--- config.mk ---
export PLATFORM = sky130hd
export DESIGN_NAME = delta_timer_queue_top
export DESIGN_NICKNAME = d
export VERILOG_FILES = /design/src/rtl/core/dtq_pkg.sv /design/src/rtl/core/dtq_ctrl.sv /design/src/rtl/core/dtq_datapath.sv /design/src/rtl/core/delta_timer_queue_top.sv
export SDC_FILE = /design/constraint.sdc
export NUM_CORES = 1
export LEC_CHECK = 0
export BUFFER_PORTS_ARGS = -buffer_cell sky130_fd_sc_hd__buf_2
export CORE_MARGIN = 2
export CORE_UTILIZATION = 38
export CTS_CLUSTER_DIAMETER = 50
export DETAILED_ROUTE_END_ITERATION = 10
export SLEW_MARGIN = 30
export SYNTH_ARGS = -nofsm -noshare
export SYNTH_HDL_FRONTEND = slang
export SYNTH_SLANG_ARGS = --single-unit
--- constraint.sdc ---
create_clock -name aclk -period 4.8 [get_ports aclk]
set_input_delay 1.2 -clock aclk [delete_from_list [all_inputs] [get_ports aclk]]
set_output_delay 1.2 -clock aclk [all_outputs]
set_load 0.1 [all_outputs]
--- src/rtl/core/dtq_pkg.sv ---
`timescale 1ns / 1ps
`default_nettype none

package dtq_pkg;

    localparam int ID_W   = 4;
    localparam int TICK_W = 16;
    localparam int KIND_W = 2;

    localparam logic OP_ADD  = 1'b0;
    localparam logic OP_TICK = 1'b1;

    localparam logic [KIND_W-1:0] KIND_ACCEPTED = 2'd0;
    localparam logic [KIND_W-1:0] KIND_FULL     = 2'd1;
    localparam logic [KIND_W-1:0] KIND_EXPIRED  = 2'd2;

    typedef enum logic [3:0] {
        ST_IDLE,
        ST_DISPATCH,
        ST_WALK_RD,
        ST_WALK_CHK,
        ST_SHIFT_RD,
        ST_SHIFT_WR,
        ST_INS_WR,
        ST_ADD_OK,
        ST_ADD_FULL,
        ST_TICK_RD,
        ST_TICK_CHK,
        ST_TICK_NEXT,
        ST_TICK_LOOK,
        ST_TICK_MORE,
        ST_TICK_LAST
    } state_t;

    typedef struct packed {
        logic              load;
        logic              rd_pos;
        logic              rd_src;
        logic              rd_head;
        logic              walk_adv;
        logic              src_init;
        logic              src_dec;
        logic              wr_shift;
        logic              wr_ins;
        logic              wr_head;
        logic              pop;
        logic              pend_load;
        logic              emit;
        logic [KIND_W-1:0] emit_kind;
        logic              emit_last;
    } cmd_t;

    typedef struct packed {
        logic is_tick;
        logic full;
        logic empty;
        logic pos_at_cnt;
        logic walk_pass;
        logic src_at_pos;
        logic head_live;
        logic rd_zero;
        logic out_free;
    } status_t;

endpackage

`default_nettype wire

--- src/rtl/core/dtq_ctrl.sv ---
`timescale 1ns / 1ps
`default_nettype none

module dtq_ctrl (
    input  wire logic            aclk,
    input  wire logic            aresetn,
    input  wire logic            s_valid,
    output logic                 s_ready,
    input  wire dtq_pkg::status_t sts,
    output dtq_pkg::cmd_t        cmd
);

    dtq_pkg::state_t state_reg;
    dtq_pkg::state_t state_next;

    always_ff @(posedge aclk) begin
        if (!aresetn) begin
            state_reg <= dtq_pkg::ST_IDLE;
        end else begin
            state_reg <= state_next;
        end
    end

    always_comb begin
        state_next = state_reg;
        unique case (state_reg)
            dtq_pkg::ST_IDLE: begin
                if (s_valid) state_next = dtq_pkg::ST_DISPATCH;
            end
            dtq_pkg::ST_DISPATCH: begin
                if (sts.is_tick) begin
                    state_next = sts.empty ? dtq_pkg::ST_IDLE : dtq_pkg::ST_TICK_RD;
                end else begin
                    state_next = sts.full ? dtq_pkg::ST_ADD_FULL : dtq_pkg::ST_WALK_RD;
                end
            end
            dtq_pkg::ST_WALK_RD: begin
                state_next = sts.pos_at_cnt ? dtq_pkg::ST_INS_WR : dtq_pkg::ST_WALK_CHK;
            end
            dtq_pkg::ST_WALK_CHK: begin
                state_next = sts.walk_pass ? dtq_pkg::ST_WALK_RD : dtq_pkg::ST_SHIFT_RD;
            end
            dtq_pkg::ST_SHIFT_RD: state_next = dtq_pkg::ST_SHIFT_WR;
            dtq_pkg::ST_SHIFT_WR: begin
                state_next = sts.src_at_pos ? dtq_pkg::ST_INS_WR : dtq_pkg::ST_SHIFT_RD;
            end
            dtq_pkg::ST_INS_WR: state_next = dtq_pkg::ST_ADD_OK;
            dtq_pkg::ST_ADD_OK, dtq_pkg::ST_ADD_FULL, dtq_pkg::ST_TICK_LAST: begin
                if (sts.out_free) state_next = dtq_pkg::ST_IDLE;
            end
            dtq_pkg::ST_TICK_RD: state_next = dtq_pkg::ST_TICK_CHK;
            dtq_pkg::ST_TICK_CHK: begin
                state_next = sts.head_live ? dtq_pkg::ST_IDLE : dtq_pkg::ST_TICK_NEXT;
            end
            dtq_pkg::ST_TICK_NEXT: begin
                state_next = sts.empty ? dtq_pkg::ST_TICK_LAST : dtq_pkg::ST_TICK_LOOK;
            end
            dtq_pkg::ST_TICK_LOOK: begin
                state_next = sts.rd_zero ? dtq_pkg::ST_TICK_MORE : dtq_pkg::ST_TICK_LAST;
            end
            dtq_pkg::ST_TICK_MORE: begin
                if (sts.out_free) state_next = dtq_pkg::ST_TICK_NEXT;
            end
            default: state_next = dtq_pkg::ST_IDLE;
        endcase
    end

    always_comb begin
        cmd     = '0;
        s_ready = 1'b0;
        unique case (state_reg)
            dtq_pkg::ST_IDLE: begin
                s_ready  = 1'b1;
                cmd.load = s_valid;
            end
            dtq_pkg::ST_WALK_RD: begin
                cmd.rd_pos = !sts.pos_at_cnt;
            end
            dtq_pkg::ST_WALK_CHK: begin
                cmd.walk_adv = sts.walk_pass;
                cmd.src_init = !sts.walk_pass;
            end
            dtq_pkg::ST_SHIFT_RD: cmd.rd_src = 1'b1;
            dtq_pkg::ST_SHIFT_WR: begin
                cmd.wr_shift = 1'b1;
                cmd.src_dec  = !sts.src_at_pos;
            end
            dtq_pkg::ST_INS_WR: cmd.wr_ins = 1'b1;
            dtq_pkg::ST_ADD_OK: begin
                cmd.emit      = sts.out_free;
                cmd.emit_kind = dtq_pkg::KIND_ACCEPTED;
                cmd.emit_last = 1'b1;
            end
            dtq_pkg::ST_ADD_FULL: begin
                cmd.emit      = sts.out_free;
                cmd.emit_kind = dtq_pkg::KIND_FULL;
                cmd.emit_last = 1'b1;
            end
            dtq_pkg::ST_TICK_RD: cmd.rd_head = 1'b1;
            dtq_pkg::ST_TICK_CHK: begin
                cmd.wr_head   = sts.head_live;
                cmd.pop       = !sts.head_live;
                cmd.pend_load = !sts.head_live;
            end
            dtq_pkg::ST_TICK_NEXT: cmd.rd_head = !sts.empty;
            dtq_pkg::ST_TICK_MORE: begin
                cmd.emit      = sts.out_free;
                cmd.emit_kind = dtq_pkg::KIND_EXPIRED;
                cmd.emit_last = 1'b0;
                cmd.pop       = sts.out_free;
                cmd.pend_load = sts.out_free;
            end
            dtq_pkg::ST_TICK_LAST: begin
                cmd.emit      = sts.out_free;
                cmd.emit_kind = dtq_pkg::KIND_EXPIRED;
                cmd.emit_last = 1'b1;
            end
            default: begin
                cmd = '0;
            end
        endcase
    end

endmodule

`default_nettype wire

--- src/rtl/core/dtq_datapath.sv ---
`timescale 1ns / 1ps
`default_nettype none

module dtq_datapath #(
    parameter int QUEUE_DEPTH = 8
) (
    input  wire logic                          aclk,
    input  wire logic                          aresetn,
    input  wire dtq_pkg::cmd_t                 cmd,
    output dtq_pkg::status_t                   sts,
    input  wire logic                          s_operation,
    input  wire logic [dtq_pkg::ID_W-1:0]      s_process_id,
    input  wire logic [dtq_pkg::TICK_W-1:0]    s_sleep_ticks,
    output logic                               m_valid,
    input  wire logic                          m_ready,
    output logic [dtq_pkg::KIND_W-1:0]         m_kind,
    output logic [dtq_pkg::ID_W-1:0]           m_woken_id,
    output logic                               m_last
);

    localparam int IDX_W  = $clog2(QUEUE_DEPTH);
    localparam int CNT_W  = $clog2(QUEUE_DEPTH + 1);
    localparam int SUM_W  = IDX_W + 1;
    localparam int ID_W   = dtq_pkg::ID_W;
    localparam int TICK_W = dtq_pkg::TICK_W;
    localparam int ENT_W  = ID_W + TICK_W;

    logic [ENT_W-1:0]  mem [QUEUE_DEPTH];
    logic [ENT_W-1:0]  rd_data_reg;

    logic [IDX_W-1:0]  hp_reg;
    logic [CNT_W-1:0]  cnt_reg;
    logic [CNT_W-1:0]  pos_reg;
    logic [CNT_W-1:0]  src_reg;
    logic [TICK_W-1:0] rem_reg;
    logic              op_reg;
    logic [ID_W-1:0]   pid_reg;
    logic [ID_W-1:0]   pend_reg;

    logic                      m_valid_reg;
    logic [dtq_pkg::KIND_W-1:0] m_kind_reg;
    logic [ID_W-1:0]           m_id_reg;
    logic                      m_last_reg;

    logic [TICK_W-1:0] rd_delta;
    logic [ID_W-1:0]   rd_owner;
    logic [TICK_W-1:0] head_dec;
    logic [TICK_W-1:0] fwd_delta;
    logic [CNT_W-1:0]  src_up;
    logic              rd_en;
    logic [IDX_W-1:0]  rd_addr;
    logic              wr_en;
    logic [IDX_W-1:0]  wr_addr;
    logic [ENT_W-1:0]  wr_data;
    logic              out_free;

    function automatic logic [IDX_W-1:0] phys(input logic [IDX_W-1:0] hp,
                                              input logic [CNT_W-1:0] l);
        logic [SUM_W-1:0] s;
        s = {1'b0, hp} + SUM_W'(l);
        if (s >= SUM_W'(QUEUE_DEPTH)) s = s - SUM_W'(QUEUE_DEPTH);
        return s[IDX_W-1:0];
    endfunction

    assign rd_owner  = rd_data_reg[ENT_W-1:TICK_W];
    assign rd_delta  = rd_data_reg[TICK_W-1:0];
    assign head_dec  = (rd_delta == '0) ? rd_delta : rd_delta - TICK_W'(1);
    assign fwd_delta = (src_reg == pos_reg) ? rd_delta - rem_reg : rd_delta;
    assign src_up    = src_reg + CNT_W'(1);
    assign out_free  = !m_valid_reg || m_ready;

    always_comb begin
        rd_en   = cmd.rd_pos || cmd.rd_src || cmd.rd_head;
        rd_addr = hp_reg;
        if (cmd.rd_pos) rd_addr = phys(hp_reg, pos_reg);
        if (cmd.rd_src) rd_addr = phys(hp_reg, src_reg);
    end

    always_comb begin
        wr_en   = cmd.wr_shift || cmd.wr_ins || cmd.wr_head;
        wr_addr = hp_reg;
        wr_data = {rd_owner, head_dec};
        priority if (cmd.wr_shift) begin
            wr_addr = phys(hp_reg, src_up);
            wr_data = {rd_owner, fwd_delta};
        end else if (cmd.wr_ins) begin
            wr_addr = phys(hp_reg, pos_reg);
            wr_data = {pid_reg, rem_reg};
        end else begin
            wr_addr = hp_reg;
            wr_data = {rd_owner, head_dec};
        end
    end

    always_ff @(posedge aclk) begin
        if (wr_en) mem[wr_addr] <= wr_data;
        if (rd_en) rd_data_reg <= mem[rd_addr];
    end

    always_ff @(posedge aclk) begin
        if (!aresetn) begin
            hp_reg      <= '0;
            cnt_reg     <= '0;
            m_valid_reg <= 1'b0;
        end else begin
            if (cmd.wr_ins) cnt_reg <= cnt_reg + CNT_W'(1);
            if (cmd.pop) begin
                cnt_reg <= cnt_reg - CNT_W'(1);
                hp_reg  <= (hp_reg == IDX_W'(QUEUE_DEPTH - 1)) ? '0 : hp_reg + IDX_W'(1);
            end
            if (cmd.emit) begin
                m_valid_reg <= 1'b1;
            end else if (m_ready) begin
                m_valid_reg <= 1'b0;
            end
        end
    end

    always_ff @(posedge aclk) begin
        if (cmd.load) begin
            op_reg  <= s_operation;
            pid_reg <= s_process_id;
            rem_reg <= s_sleep_ticks;
            pos_reg <= '0;
        end
        if (cmd.walk_adv) begin
            rem_reg <= rem_reg - rd_delta;
            pos_reg <= pos_reg + CNT_W'(1);
        end
        if (cmd.src_init) src_reg <= cnt_reg - CNT_W'(1);
        if (cmd.src_dec)  src_reg <= src_reg - CNT_W'(1);
        if (cmd.pend_load) pend_reg <= rd_owner;
        if (cmd.emit) begin
            m_kind_reg <= cmd.emit_kind;
            m_id_reg   <= (cmd.emit_kind == dtq_pkg::KIND_EXPIRED) ? pend_reg : pid_reg;
            m_last_reg <= cmd.emit_last;
        end
    end

    always_comb begin
        sts            = '0;
        sts.is_tick    = (op_reg == dtq_pkg::OP_TICK);
        sts.full       = (cnt_reg == CNT_W'(QUEUE_DEPTH));
        sts.empty      = (cnt_reg == '0);
        sts.pos_at_cnt = (pos_reg == cnt_reg);
        sts.walk_pass  = (rd_delta <= rem_reg);
        sts.src_at_pos = (src_reg == pos_reg);
        sts.head_live  = (head_dec != '0);
        sts.rd_zero    = (rd_delta == '0);
        sts.out_free   = out_free;
    end

    assign m_valid    = m_valid_reg;
    assign m_kind     = m_kind_reg;
    assign m_woken_id = m_id_reg;
    assign m_last     = m_last_reg;

    a_cnt_bound: assert property (@(posedge aclk) disable iff (!aresetn)
        cnt_reg <= CNT_W'(QUEUE_DEPTH))
        else $error("entry count past depth");

    a_pop_nonempty: assert property (@(posedge aclk) disable iff (!aresetn)
        cmd.pop |-> cnt_reg != '0)
        else $error("pop on empty queue");

    a_ins_not_full: assert property (@(posedge aclk) disable iff (!aresetn)
        cmd.wr_ins |-> cnt_reg != CNT_W'(QUEUE_DEPTH))
        else $error("insert into full queue");

    a_emit_free: assert property (@(posedge aclk) disable iff (!aresetn)
        cmd.emit |-> out_free)
        else $error("result overwrites pending item");

    a_pop_moves_head: assert property (@(posedge aclk) disable iff (!aresetn)
        cmd.pop |=> cnt_reg == $past(cnt_reg) - CNT_W'(1))
        else $error("pop did not drop count");

endmodule

`default_nettype wire

--- src/rtl/core/delta_timer_queue_top.sv ---
// Channel | Direction | Handshake          | Payload
// s_      | in        | s_valid / s_ready  | s_operation, s_process_id, s_sleep_ticks
// m_      | out       | m_valid / m_ready  | m_kind, m_woken_id, m_last
//
// One item at a time on one circular memory with one read and one write per cycle.
// An add walks past earlier entries and moves later entries up a slot when it lands
// before one; a tick decrements the head delta and pops each entry that expires.
// Reset clears count, head pointer and output valid; the entry memory is not cleared.
// A stalled m_ready holds the result register and pauses the controller.
`timescale 1ns / 1ps
`default_nettype none

module delta_timer_queue_top #(
    parameter int QUEUE_DEPTH = 8
) (
    input  wire logic                       aclk,
    input  wire logic                       aresetn,
    input  wire logic                       s_valid,
    output logic                            s_ready,
    input  wire logic                       s_operation,
    input  wire logic [dtq_pkg::ID_W-1:0]   s_process_id,
    input  wire logic [dtq_pkg::TICK_W-1:0] s_sleep_ticks,
    output logic                            m_valid,
    input  wire logic                       m_ready,
    output logic [dtq_pkg::KIND_W-1:0]      m_kind,
    output logic [dtq_pkg::ID_W-1:0]        m_woken_id,
    output logic                            m_last
);

    dtq_pkg::cmd_t    cmd;
    dtq_pkg::status_t sts;

    dtq_ctrl u_ctrl (
        .aclk    (aclk),
        .aresetn (aresetn),
        .s_valid (s_valid),
        .s_ready (s_ready),
        .sts     (sts),
        .cmd     (cmd)
    );

    dtq_datapath #(
        .QUEUE_DEPTH (QUEUE_DEPTH)
    ) u_datapath (
        .aclk          (aclk),
        .aresetn       (aresetn),
        .cmd           (cmd),
        .sts           (sts),
        .s_operation   (s_operation),
        .s_process_id  (s_process_id),
        .s_sleep_ticks (s_sleep_ticks),
        .m_valid       (m_valid),
        .m_ready       (m_ready),
        .m_kind        (m_kind),
        .m_woken_id    (m_woken_id),
        .m_last        (m_last)
    );

endmodule

`default_nettype wire
# == Word-level counts from Yosys, hierarchy flattened ==
# Memories as Yosys holds them, arrays and structs flattened. A register that Yosys moved wholly into a read port is not among the register bits.
# Index checks and enable logic that the tools add are counted.
# totals
out_inout_bits,9
mem_count,1
input_bits,25
mem_bits_rw,160
reg_bits,52
# memory_table
memory,depth,word_bits,read_ports,rd_clocked_by_memory_dff,wr,line_no,text
u_datapath.mem,8,20,1,1,1,dtq_datapath.sv:28,logic [ENT_W-1:0] mem [QUEUE_DEPTH];
# classes
n_lt_le_gt_ge,4
add_sub_neg,15
n_reduce_logical,21
n_eq_ne,22
muxes,49
# op_table
cell,n
16-bit 2-to-1 mux,4
4-bit 2-to-1 mux,14
4-bit case mux with 13 select lines,1
20-bit 2-to-1 mux,2
"4-bit equality test, second input constant",8
16-bit subtractor,2
3-bit 2-to-1 mux,10
"4-bit by 3-bit equality test with 1-bit output, second input constant",4
16-bit <= comparator,1
16-bit logical NOT,1
4-bit case mux with 4 select lines,1
16-bit nonzero test,1
"16-bit by 1-bit subtractor with 16-bit output, second input constant",1
3-bit by 4-bit adder with 4-bit output,3
"4-bit by 1-bit adder with 4-bit output, second input constant",3
"4-bit greater-or-equal comparator, second input constant",3
1-bit 2-to-1 mux,10
2-bit 2-to-1 mux,5
"3-bit by 1-bit subtractor with 3-bit output, second input constant",3
"4-bit by 2-bit equality test with 1-bit output, second input constant",2
4-bit equality test,2
4-bit logical NOT,2
2-bit nonzero test,4
"4-bit by 1-bit subtractor with 4-bit output, second input constant",2
other kinds (12),22

# == Depth between registers and ports, before layout ==
# logic_depth
word_depth,7
ltp_mapped,12
ltp_nobuf,10

# == By module ==
# A second synthesis with hierarchy kept.
# unflattened
cells_unflattened,1229
hier_area_um2,12575.8
# by_module_without_submodules
mod,cells_each,instances,area_per_inst_um2
dtq_datapath,1140,1,12000.3
dtq_ctrl,89,1,575.6

# == Least setup slack after synthesis ==
# Ideal clock, no wire load.
# synth_path
kind,register to register
startpoint,"register u_datapath.rd_data_reg[1], read port of u_datapath.mem"
endpoint,"memory u_datapath.mem[4][0] (netlist bit), enable pin"
stages_incl_launch_ff,11
n_path_buf,1
setup_slack_ps,-281
arrival_ps,4626
t_required_ps,4344
setup_time_ps,456
path_cell_list,edfxtp_1 > inv_1 > ha_1 > or4b_4 > buf_6 > or3_2 > nor3_2 > a2111oi_4 > nand4_1 > a21oi_2 > nor4b_1
# synth_between
elab_chain_cells,7
# synth_rtl
element,line_no,text
start: declaration,dtq_datapath.sv:29,logic [ENT_W-1:0] rd_data_reg;
16-bit by 1-bit subtractor with 16-bit output / 16-bit logical NOT (equally long branches),dtq_datapath.sv:67,assign head_dec = (rd_delta == '0) ? rd_delta : rd_delta - TICK_W'(1);
16-bit 2-to-1 mux (*),dtq_datapath.sv:67,
16-bit nonzero test (*),dtq_datapath.sv:148,sts.head_live = (head_dec != '0);
1-bit 2-to-1 mux (*),dtq_ctrl.sv:71,unique case (state_reg)
1-bit logical OR (*),dtq_datapath.sv:80,wr_en = cmd.wr_shift || cmd.wr_ins || cmd.wr_head;
1-bit 2-to-1 mux (*),dtq_datapath.sv:96,if (wr_en) mem[wr_addr] <= wr_data;
1-bit 2-to-1 mux (not written as such) (*),dtq_datapath.sv:96,
end: declaration,dtq_datapath.sv:28,
# Mark *: on every way between the ends. The rest lies on a longest branch, timed or not.

# == Final worst setup path ==
# layout_path
startpoint,"register u_datapath.rd_data_reg[1], read port of u_datapath.mem"
endpoint,"memory u_datapath.mem[0][0] (netlist bit), enable pin"
# Same word-level chain as after synthesis.

==> flow_summary.yaml <==
detailed_routing:
  wl_per_cell_um: 20.7
  ant_nets: 0
  num_vias: 8034
  drc: 0
  routed_wl_um: 29600
  drt_iter0_markers: 652
  first_pass_iters: 5
  vias_per_cell: 5.63
outcome:
  status: "completed"
synth:
  syn_area_mm2: 0.0123
  async_flop_share_pct: 0
  yosysWarnings: 0
  postSynthAreaPerCell_um2: 12.7
  ys.flop_type: "edfxtp_1"
  synthCells: 972
  ys_seq_area_share_pct: 55.5
  syn_nets: 1043
  synth_edf_count: 220
  synth.distinct_cells: 84
  synth-seq-cells: 232
clock_network:
  cts_buffer_depth: 3
  cts_hold_buffers: 0
  post_cts_resized: 0
  cts_htree_levels: 1
  cts_tree: "yes"
  clk_latency_ns: 0.57
  clkSlewWorstSetupHoldPaths_ns: 0.06
  cts_root_buf: "clkbuf_16"
  cts_setup_buffers: 0
  cts.sinks: 232
  cts_buffers: 28
critical_path:
  cp_data_required_time_ns: 5.12
  critical_path_class: "reg2reg"
  path_max_fanout: 11
  arrival_ns: 4.71
  end_kind: "register"
  crit_path_start_kind: "register"
power_and_ir_drop:
  p_int_mw: 4.00
  peakVddDrop_mv: 0.298
  power_mw: 5.61
  power_frac_comb_pct: 19.5
  p_clk_share_pct: 37.2
  sw_frac_of_total_pct: 28.7
  cellPowerDensity_mw_per_mm2: 402
  p_seq_share_pct: 43.4
  p_leak_nw: 4.97
  switchingPower_mw: 1.61
grt:
  grt_usage_pct: 17.7
  overflow: 0
  antenna_found_initial: 1
  grt_pass1_vias: 8012
  grt_max_degree: 41
  grt_pass1_wl_um: 46500
placed_design:
  dp_hpwl_um: 20500
  postPlaceCellArea_mm2: 0.0130
  port_buffers: 33
  gp_congestion: 0.906
sta:
  final_max_slew_viol_count: 0
  maxSlewHeadroom_pct: 36.5
  setup_viol: 0
  min_period_ns: 4.39
  hold_viol: 0
  finalSetupTns_ns: 0
  max_freq_mhz: 228
  grt_setup_unrepaired: "false"
  worst_pin_slew_ns: 0.952
  min_period_over_period_pct: 91.4
  skew_ns: 0.0260
cells_and_area:
  fin_nets: 1074
  multi_input_area_mm2: 0.00513
  regArea_mm2: 0.00685
  final_design_area_no_fill_mm2: 0.0140
  area_delta_synth_final_pct: 13.3
  largest_reg_flops: 160
  fill_cells: 2919
  layout-drive-gt1-share_pct: 19.5
job:
  maxCapViolations: 0
floorplanning:
  die_width_um: 184
  die_area_mm2: 0.0339
  ios: 34
  start_util_pct: 38.9
  core_area_mm2: 0.0317
  rows: 65
  die_y_um: 184
min_path:
  hold_class: "reg2reg"
-- logic make-up (layout without fill, tap and decap cells) --
kind of cell               after synthesis  after routing  share of synthesized area, %
and+or+nand+nor                        272            272                          11.6
DFF                                    232            232                          55.5
AOI/OAI and AO/OA                      196            196                          10.9
buffers and inverters                  107            158                          3.63
muxes                                   75             75                          10.2
adders and majority gates               46             46                          4.97
xor gates and xnor gates                44             44                          3.13
other                                    0              1                             0
-- routing by layer --
| layer | track usage [%] | share of wire, % |
|---|---|---|
| met5 | 0 | 0 |
| met3 | 2.98 | 5.5 |
| met4 | 5.63 | 2.8 |
| met1 | 24.8 | 46 |
| met2 | 28.3 | 46 |
-- final cells by class --
type                            instances  share of cell area (%)
Sequential cell                       232                    49.0
Antenna cell                            1                  0.0179
Timing Repair Buffer                   58                    2.67
Inverter                               50                    1.34
Clock inverter                         17                    1.46
Clock buffer                           33                    5.15
Multi-Input combinational cell        633                    36.7
Tap cell                              402                    3.60
-- final timing paths --
path / start / end / slack (ns) / depth (start not counted)
worst min register to register: u_datapath.rd_data_reg[17] / u_datapath.pend_reg[1] / 0.45 / 0
worst min-delay path: u_datapath.rd_data_reg[17] / u_datapath.pend_reg[1] / 0.45 / 0
worst max register to register: u_datapath.rd_data_reg[1] / u_datapath.mem[0][0] / 0.41 / 10
worst max-delay path: u_datapath.rd_data_reg[1] / u_datapath.mem[0][0] / 0.41 / 10
-- per-stage QoR --
stage | hold WS [ns] | instances | utilization (%) | setup slack, ns
after global placement | 0.434 | 1374 | 41.0 | 0.624
after floorplan | 0.426 | 972 | - | 0.341
after CTS | 0.451 | 1425 | 44.0 | 0.491
after global routing | 0.466 | 1425 | 44.0 | 0.169
after detailed placement | 0.436 | 1375 | 41.1 | 0.483
final | 0.449 | 1426 | 44.0 | 0.410
-- placed cells by master (no fill, tap or decap), drive strengths merged, types with 5 or more instances in the layout --
master,instances
a21o,6
clkbuf,33
inv,53
nand2,82
mux2i,11
nand3,12
o21ai,66
nor2b,16
nor4,10
nor3,20
a22oi,6
or4,6
buf,58
or3,7
mux4,38
nand2b,13
clkinv,8
and3,8
a21oi,40
o221ai,6
ha,41
xnor2,18
and2,6
edfxtp,220
fa,5
xor2,26
o211ai,9
a31oi,5
dfxtp,12
nand4,13
mux2,26
nor2,58
a221oi,9
a2111oi,5
-- power groups by stage --
stage	Sequential (mW)	Combinational, mW	Clock [mW]
2_1_floorplan	2.43	0.808	0
3_3_place_gp	2.47	1.06	0
3_5_place_dp	2.47	1.08	0
4_1_cts	2.43	1.08	2.12
5_1_grt	2.44	1.21	2.20
6_report	2.44	1.09	2.09
-- synthesized netlist by cell type, types with 4 or more instances --
cell type,number,area share [%]
fa_1,5,0.81
o21ai_0,63,2.6
nand2_1,82,2.5
nor4_1,7,0.36
nor3_1,18,0.73
buf_2,9,0.37
nor3b_1,4,0.24
nor2b_1,16,0.81
o221ai_1,6,0.43
or4_1,5,0.30
mux2i_1,11,0.89
a22oi_1,6,0.37
a31oi_1,5,0.25
nand4_1,13,0.66
edfxtp_1,220,54
and4_1,4,0.28
ha_1,41,4.2
o21a_1,4,0.24
nor2_1,58,1.8
inv_1,50,1.5
mux2_2,25,2.3
clkbuf_1,39,1.2
o211ai_1,7,0.43
mux4_2,38,6.9
dfxtp_1,12,1.9
a221oi_1,8,0.57
and2_1,6,0.30
nand2b_1,13,0.66
a21o_1,6,0.37
a21oi_1,39,1.6
and3_1,8,0.41
xor2_1,26,1.8
or3_1,6,0.30
xnor2_1,18,1.3
nand3_1,12,0.49
-- worst max-delay path, stage by stage (launching register included) --
cell and delay (ns):
edfxtp_1 0.48, inv_1 0.19, ha_1 0.32, nor4b_4 0.40, nand4_1 0.40, a41o_1 0.37, a2111oi_2 0.54, nand4_1 0.22
a21oi_2 0.61, nor2_2 0.32, buf_4 0.29
Note: power is estimated with default switching activity, not from simulation.
